File: src/rtl/core/piezo_trigger_note_generator_macros.svh
// assertion helpers for the note generator
`ifndef PIEZO_TRIGGER_NOTE_GENERATOR_MACROS_SVH
`define PIEZO_TRIGGER_NOTE_GENERATOR_MACROS_SVH

`ifndef ASSERT_OFF
`define PTNG_ASSERT_ALWAYS(lbl, clk, rst, cond, msg) \
  lbl: assert property (@(posedge clk) disable iff (rst) (cond)) else $error(msg);
`define PTNG_ASSERT_IMPLIES(lbl, clk, rst, ante, cons, msg) \
  lbl: assert property (@(posedge clk) disable iff (rst) (ante) |-> (cons)) else $error(msg);
`else
`define PTNG_ASSERT_ALWAYS(lbl, clk, rst, cond, msg)
`define PTNG_ASSERT_IMPLIES(lbl, clk, rst, ante, cons, msg)
`endif

`endif

File: src/rtl/core/ptng_pkg.sv
package ptng_pkg;

  typedef enum logic {
    EvNoteOn  = 1'b0,
    EvNoteOff = 1'b1
  } event_kind_t;

  // register indexes, decoded from paddr[3:2]
  localparam logic [1:0] RegTonic   = 2'd0;
  localparam logic [1:0] RegRetrig  = 2'd1;
  localparam logic [1:0] RegNoteLen = 2'd2;

  localparam logic [6:0]  TonicReset   = 7'd60;
  localparam logic [15:0] RetrigReset  = 16'd40;
  localparam logic [15:0] NoteLenReset = 16'd200;

  localparam logic [7:0] VelBase = 8'd40;
  localparam logic [7:0] VelMax  = 8'd127;

  // button offsets, bit 0 first, negative steps in two's complement
  localparam logic [7:0] BtnOffset [8] = '{
    8'd7, 8'd5, 8'd4, 8'd2, 8'hFF, 8'd12, 8'd24, 8'hF4
  };

  typedef struct packed {
    logic [6:0]  tonic_note;
    logic [15:0] retrigger_timeout_ms;
    logic [15:0] note_length_ms;
  } cfg_t;

  typedef struct packed {
    logic [7:0]  buttons_pressed;
    logic [9:0]  fader_threshold;
    logic [9:0]  piezo_level;
    logic [31:0] time_ms;
  } sample_t;

  typedef struct packed {
    logic [31:0] last_strike_time;
    logic [7:0]  sounding_pitch;
    logic        note_sounding;
  } note_state_t;

  typedef struct packed {
    event_kind_t event_kind;
    logic [7:0]  note_pitch;
    logic [6:0]  note_velocity;
    logic        last_event;
  } evt_t;

  typedef struct packed {
    logic [1:0]  n_push;
    evt_t        ev0;
    evt_t        ev1;
    note_state_t state_next;
  } step_t;

endpackage

File: src/rtl/core/piezo_trigger_note_generator.sv
// an accepted sample waits in the input register, then its events go to the event queue,
// whose head drives the master side; throughput: one sample per cycle while events drain;
// the master side moves one event per cycle while ready, and a strike over a sounding note
// queues two events; a sample leaves the input register only when the queue has room for
// two events; reset: synchronous, active high; registers return to their defaults, no note
// sounds, input stage and event queue are emptied
`include "piezo_trigger_note_generator_macros.svh"

module piezo_trigger_note_generator
  import ptng_pkg::*;
#(
  parameter int Depth = 4
) (
  input  logic        clk,
  input  logic        rst,

  input  logic        s_axis_tvalid,
  output logic        s_axis_tready,
  // [31:0] time_ms, [41:32] piezo_level, [51:42] fader_threshold,
  // [59:52] buttons_pressed, [63:60] zero
  input  logic [63:0] s_axis_tdata,

  output logic        m_axis_tvalid,
  input  logic        m_axis_tready,
  // [7:0] note_pitch, [14:8] note_velocity, [15] zero
  output logic [15:0] m_axis_tdata,
  // [0] event_kind
  output logic        m_axis_tuser,
  output logic        m_axis_tlast,

  input  logic        psel,
  input  logic        penable,
  input  logic        pwrite,
  input  logic [3:0]  paddr,
  input  logic [31:0] pwdata,
  output logic [31:0] prdata,
  output logic        pready
);

  localparam int PtrW = (Depth > 1) ? $clog2(Depth) : 1;
  localparam int CntW = $clog2(Depth + 1);
  localparam logic [PtrW-1:0] PtrLast = PtrW'(Depth - 1);
  localparam logic [CntW-1:0] CntRoom = CntW'(Depth - 2);
  localparam logic [CntW-1:0] CntFull = CntW'(Depth);

  cfg_t        cfg;
  note_state_t state;
  step_t       step;

  logic        in_valid;
  sample_t     in_sample;
  logic        proc_fire;

  evt_t            fifo_mem [Depth];
  logic [PtrW-1:0] wptr;
  logic [PtrW-1:0] wptr_inc;
  logic [PtrW-1:0] wptr_next;
  logic [PtrW-1:0] rptr;
  logic [CntW-1:0] count;
  logic [CntW-1:0] count_next;
  logic            pop;
  evt_t            head;

  // configuration port
  assign pready = 1'b1;

  always_ff @(posedge clk) begin
    if (rst) begin
      cfg.tonic_note           <= TonicReset;
      cfg.retrigger_timeout_ms <= RetrigReset;
      cfg.note_length_ms       <= NoteLenReset;
    end else if (psel && penable && pwrite) begin
      unique case (paddr[3:2])
        RegTonic:   cfg.tonic_note           <= pwdata[6:0];
        RegRetrig:  cfg.retrigger_timeout_ms <= pwdata[15:0];
        RegNoteLen: cfg.note_length_ms       <= pwdata[15:0];
        default: ;
      endcase
    end
  end

  always_comb begin
    unique case (paddr[3:2])
      RegTonic:   prdata = {25'd0, cfg.tonic_note};
      RegRetrig:  prdata = {16'd0, cfg.retrigger_timeout_ms};
      RegNoteLen: prdata = {16'd0, cfg.note_length_ms};
      default:    prdata = 32'd0;
    endcase
  end

  // input stage
  assign proc_fire     = in_valid && (count <= CntRoom);
  assign s_axis_tready = !in_valid || proc_fire;

  always_ff @(posedge clk) begin
    if (rst) begin
      in_valid <= 1'b0;
    end else if (s_axis_tready) begin
      in_valid <= s_axis_tvalid;
    end
    if (s_axis_tvalid && s_axis_tready) begin
      in_sample <= s_axis_tdata[59:0];
    end
  end

  ptng_step u_step (
    .cfg    (cfg),
    .state  (state),
    .sample (in_sample),
    .step   (step)
  );

  always_ff @(posedge clk) begin
    if (rst) begin
      state <= '0;
    end else if (proc_fire) begin
      state <= step.state_next;
    end
  end

  // event queue
  assign wptr_inc = (wptr == PtrLast) ? '0 : wptr + 1'b1;

  always_comb begin
    wptr_next  = wptr;
    count_next = count;
    if (proc_fire) begin
      unique case (step.n_push)
        2'd1:    wptr_next = wptr_inc;
        2'd2:    wptr_next = (wptr_inc == PtrLast) ? '0 : wptr_inc + 1'b1;
        default: wptr_next = wptr;
      endcase
      count_next = count + {{(CntW-2){1'b0}}, step.n_push};
    end
    if (pop) count_next = count_next - 1'b1;
  end

  always_ff @(posedge clk) begin
    if (proc_fire && (step.n_push != 2'd0)) begin
      fifo_mem[wptr] <= step.ev0;
    end
    if (proc_fire && (step.n_push == 2'd2)) begin
      fifo_mem[wptr_inc] <= step.ev1;
    end
  end

  always_ff @(posedge clk) begin
    if (rst) begin
      wptr  <= '0;
      rptr  <= '0;
      count <= '0;
    end else begin
      wptr  <= wptr_next;
      count <= count_next;
      if (pop) rptr <= (rptr == PtrLast) ? '0 : rptr + 1'b1;
    end
  end

  assign head          = fifo_mem[rptr];
  assign m_axis_tvalid = (count != '0);
  assign pop           = m_axis_tvalid && m_axis_tready;
  assign m_axis_tdata  = {1'b0, head.note_velocity, head.note_pitch};
  assign m_axis_tuser  = head.event_kind;
  assign m_axis_tlast  = head.last_event;

  // checks
  `PTNG_ASSERT_ALWAYS(a_count_bound, clk, rst, count <= CntFull, "event queue overflow")
  `PTNG_ASSERT_IMPLIES(a_pair_needs_note, clk, rst, proc_fire && (step.n_push == 2'd2), state.note_sounding, "note off issued with no sounding note")
  `PTNG_ASSERT_IMPLIES(a_on_is_last, clk, rst, m_axis_tvalid && (m_axis_tuser == EvNoteOn), m_axis_tlast, "note on not marked last")
  `PTNG_ASSERT_IMPLIES(a_off_zero_vel, clk, rst, m_axis_tvalid && (m_axis_tuser == EvNoteOff), m_axis_tdata[14:8] == 7'd0, "note off with velocity")

endmodule

File: src/rtl/core/ptng_step.sv
module ptng_step
  import ptng_pkg::*;
(
  input  cfg_t        cfg,
  input  note_state_t state,
  input  sample_t     sample,
  output step_t       step
);

  logic [31:0] strike_gate;
  logic [31:0] release_gate;
  logic        strike;
  logic        release_due;
  logic [7:0]  pitch;
  logic [7:0]  vel_sum;
  logic [6:0]  vel;
  evt_t        ev_on;
  evt_t        ev_off;

  assign strike_gate  = state.last_strike_time + {16'd0, cfg.retrigger_timeout_ms};
  assign release_gate = state.last_strike_time + {16'd0, cfg.note_length_ms};

  assign strike      = (sample.piezo_level > sample.fader_threshold) &&
                       (sample.time_ms > strike_gate);
  assign release_due = state.note_sounding && (sample.time_ms > release_gate);

  always_comb begin
    pitch = {1'b0, cfg.tonic_note};
    for (int i = 0; i < 8; i++) begin
      if (sample.buttons_pressed[i]) pitch = pitch + BtnOffset[i];
    end
  end

  assign vel_sum = VelBase + {3'd0, sample.piezo_level[9:5]};
  assign vel     = (vel_sum > VelMax) ? VelMax[6:0] : vel_sum[6:0];

  always_comb begin
    ev_on.event_kind     = EvNoteOn;
    ev_on.note_pitch     = pitch;
    ev_on.note_velocity  = vel;
    ev_on.last_event     = 1'b1;
    ev_off.event_kind    = EvNoteOff;
    ev_off.note_pitch    = state.sounding_pitch;
    ev_off.note_velocity = 7'd0;
    ev_off.last_event    = 1'b1;
  end

  always_comb begin
    step.n_push     = 2'd0;
    step.ev0        = ev_off;
    step.ev1        = ev_on;
    step.state_next = state;
    priority if (strike) begin
      step.state_next.last_strike_time = sample.time_ms;
      step.state_next.sounding_pitch   = pitch;
      step.state_next.note_sounding    = 1'b1;
      if (state.note_sounding) begin
        // old note released ahead of the new one
        step.n_push         = 2'd2;
        step.ev0.last_event = 1'b0;
      end else begin
        step.n_push = 2'd1;
        step.ev0    = ev_on;
      end
    end else if (release_due) begin
      step.n_push                   = 2'd1;
      step.state_next.note_sounding = 1'b0;
    end else begin
      // no event for this sample
      step.n_push = 2'd0;
    end
  end

endmodule

File: config.mk
export PLATFORM = sky130hd
export DESIGN_NAME = piezo_trigger_note_generator
export DESIGN_NICKNAME = d
export VERILOG_FILES = /design/src/rtl/core/ptng_pkg.sv /design/src/rtl/core/piezo_trigger_note_generator.sv /design/src/rtl/core/ptng_step.sv
export VERILOG_INCLUDE_DIRS = /design/src /design/src/rtl/core
export SDC_FILE = /design/constraint.sdc
export NUM_CORES = 1
export LEC_CHECK = 0
export BUFFER_PORTS_ARGS = -buffer_cell sky130_fd_sc_hd__buf_2
export CORE_MARGIN = 5
export CORE_UTILIZATION = 55
export DETAILED_ROUTE_END_ITERATION = 12
export PLACE_DENSITY = 0.75
export SETUP_SLACK_MARGIN = 0.5
export SYNTH_ARGS = -nofsm -noshare
export SYNTH_HDL_FRONTEND = slang
export SYNTH_HIERARCHICAL = 1
export SYNTH_SLANG_ARGS = --single-unit
File: constraint.sdc
create_clock -name clk -period 7.9 [get_ports clk]
set_clock_uncertainty 0.1 [all_clocks]
set_input_delay 0.79 -clock clk [delete_from_list [all_inputs] [get_ports clk]]
set_output_delay 0.79 -clock clk [all_outputs]
set_load 0.05 [all_outputs]
==> results.cfg <==
[floorplan]
coreArea_um2 = 26210
initial_core_util_pct = 56.05
die_y_um = 173.4
die_area_um2 = 30070
die_x_um = 173.4
pin_count = 160
rows = 59

[routing]
totalWireLength_um = 32810
ant_nets = 0
drc = 0
first_iter_violations = 668
dr.pass1.iters = 5
vias = 10744
drt-wirelength-per-cell_um = 17.44
vias_per_cell = 5.709

[pwr]
p_int_mw = 2.533
p_sw_share_pct = 33.49
switchingPower_mw = 1.275
cellLeakagePower_nw = 6.618
ir_drop_mv = 0.2058
power_density_nw_per_um2 = 232.2
finalPower_mw = 3.808
pwr-share-seq_pct = 36.6
clkPwrFrac_pct = 29.2
combPwrFrac_pct = 34.2

[sta]
fin_crit_sh_pct = 88.80
hold_viol_final = 0
worst_pin_slew_ns = 1.143
setup_tns_ns = 0
rsz0062_at_grt = false
setup_viol = 0
max_freq_mhz = 142.5
max_slew_margin_pct = 23.45
slew_violations = 0
worst_hold_slack_ns = 0.3357
fin_crit_ns = 7.016

[synth]
synth_compound_area_share_pct = 12.07
avgSynthCellArea_um2 = 10.35
synth_edf_count = 128
synth_top_family_by_area = simple AND/OR/NAND/NOR gates
synth_area_um2 = 14690
ys_ff_latch = 218
yosys_warnings = 6
synth-simple-area-share_pct = 13.94
synth_mux_area_share_pct = 12.86
synthXorXnorAreaFrac_pct = 6.994
ys_seq_area_share_pct = 38.44
synthFlopType = edfxtp_1
synth_cell_type_count = 91
yosys.area.top_type = edfxtp_1
synth_top_area_share_pct = 26.17
synth_cells = 1419
async_flop_share_pct = 0
synth_fa_ha_area_share_pct = 11.23
synth_top_cells_by_area = edfxtp_1 26%, dfxtp_1 12%, ha_1 11%, mux2_2 7.7%, nand2_1 5.4%

[clock_tree]
htree_levels = 1
clkLatencyLatePin_ns = 0.53
cts_buffer_depth = 3
clock-root-buffer = clkbuf_16
ctsHoldBuffers = 0
clkSinkCount = 218
clkTransAtPathRegs_ns = 0.06
numCtsBuffers = 25
cts_tree = yes

[critical_path]
reg2regPathDepth = 25
cp-start-kind = flip-flop
worstPathArrival_ns = 7.19
critPathMaxFanout = 7
critPathKind = reg2reg
required_ns = 8.07
cp-end-kind = flip-flop

[global_routing]
antenna_found_initial = 0
grt_overflow = 0
grt_pass1_wl_um = 53410
grt_pass1_vias = 10758
grt_max_degree = 90
track_usage_pct = 21.09

[place]
dp_hpwl_um = 23240
dp.cells = 1829
gp_congestion = 0.9133
io_buffers = 119
dpl-instance-area_um2 = 15460

[finish]
stdcell_count = 1882
finish.instance_area_um2 = 16400
drive_gt1_share_pct = 23.21
antennaDiodeCount = 0
finalNetCount = 1765
area_delta_synth_final_pct = 11.67

[hold_path]
min_path_cells = 1
hp-class = in2reg

[run]
max-cap-violations = 0

[status]
run_status = finished, final reports clean
power groups by stage:
stage          clock, mW  sequential [mW]  combinational, mW
2_1_floorplan          0             1.38               1.06
3_3_place_gp           0             1.41               1.25
6_report            1.11             1.39               1.30
5_1_grt             1.18             1.40               1.43
4_1_cts             1.14             1.39               1.30
3_5_place_dp           0             1.42               1.29
cell usage in the layout, fill, tap and decap left out, types with 19 or more instances in the layout:
master     count
a21o_1        27
a21oi_1      121
buf_2        119
buf_4         21
clkbuf_16     25
conb_1        20
dfxtp_1       88
edfxtp_1     128
ha_1         126
inv_1         54
mux2_2       100
nand2_1      210
nand2b_1      19
nand3_1       19
nand4_1       23
nor2_1        48
o21ai_0       31
xnor2_1       63
xor2_1        22
layout make-up:
cell class                      count  area, um^2
Multi-Input combinational cell   1085        8528
Sequential cell                   218        5648
Clock inverter                      7       63.81
Inverter                           55       206.4
Fill cell                        2064        9804
Timing Repair Buffer              143       808.3
Tap cell                          335       419.2
Clock buffer                       39       728.2
metrics by stage:
stage | util (%) | setup WS [ns]
3_3_place_gp | 59.01 | 0.6109
3_5_place_dp | 59.01 | 0.5318
4_1_cts | 62.03 | 0.5081
2_1_floorplan | - | 0.9751
6_report | 62.59 | 0.8844
5_1_grt | 62.59 | 0.4883
path summary, 6_finish.rpt:
path | from | to | slack, ns
max | cfg[33] | fifo_mem[3][15] | 0.88
min reg2reg | state[7] | state[7] | 0.37
min | s_axis_tdata[53] | in_sample[53] | 0.34
max reg2reg | cfg[33] | fifo_mem[3][15] | 0.88
flip-flops by register name, summed over array words and instances (netlist names), named ones only:
signal     cells
fifo_mem      68
in_sample     60
state         41
cfg           39
count          3
rptr           2
wptr           2
in_valid       1
cell families after synthesis:
group           count (synthesis)
buf+inv                       132
simple gates                  419
mux                           146
compound gates                272
other cells                     4
fa+ha+maj                     130
xor+xnor                       98
flops                         218
timing repair:
| action | 4_1_cts | 5_1_grt |
|---|---|---|
| buffers inserted | 0 | 7 |
| gates resized for setup | 0 | 15 |
| endpoints found under the setup margin | 0 | 139 |
worst max-delay path: stages, from the launching register on:
cell,delay [ns]
dfxtp_1,0.53
inv_1,0.09
ha_1,0.30
and2_1,0.19
nor2_1,0.06
ha_1,0.23
nor2b_1,0.13
xnor3_2,0.31
xnor2_2,0.38
ha_1,0.32
nand2b_1,0.18
or3b_1,0.44
o41ai_4,0.10
xor3_1,0.44
inv_1,0.08
ha_1,0.13
nand2b_1,0.15
xnor3_1,0.44
ha_1,0.20
nand2b_1,0.19
xnor3_1,0.27
a2111oi_0,0.46
o21ai_1,0.16
xor2_1,0.25
mux2_2,0.36
mux2_2,0.27
per-layer routing:
| metal | vias up | track usage, % | wire length, um |
|---|---|---|---|
| li1 | 5324 | - | - |
| met1 | 5145 | 26.91 | 14090 |
| met2 | 230 | 38.21 | 16760 |
| met3 | 45 | 2.377 | 1299 |
| met4 | 0 | 5.387 | 658 |
| met5 | - | 0 | 0 |
Yosys cell counts, types with 25 or more instances:
cell        n
clkbuf_1   32
buf_4      25
ha_1      127
dfxtp_1    90
nand2_1   210
a21o_1     27
edfxtp_1  128
xnor2_1    63
a21oi_1   124
o21ai_0    32
inv_1      54
mux2_2    100
nor2_1     48
No activity file was read; power rests on OpenSTA's default activity.
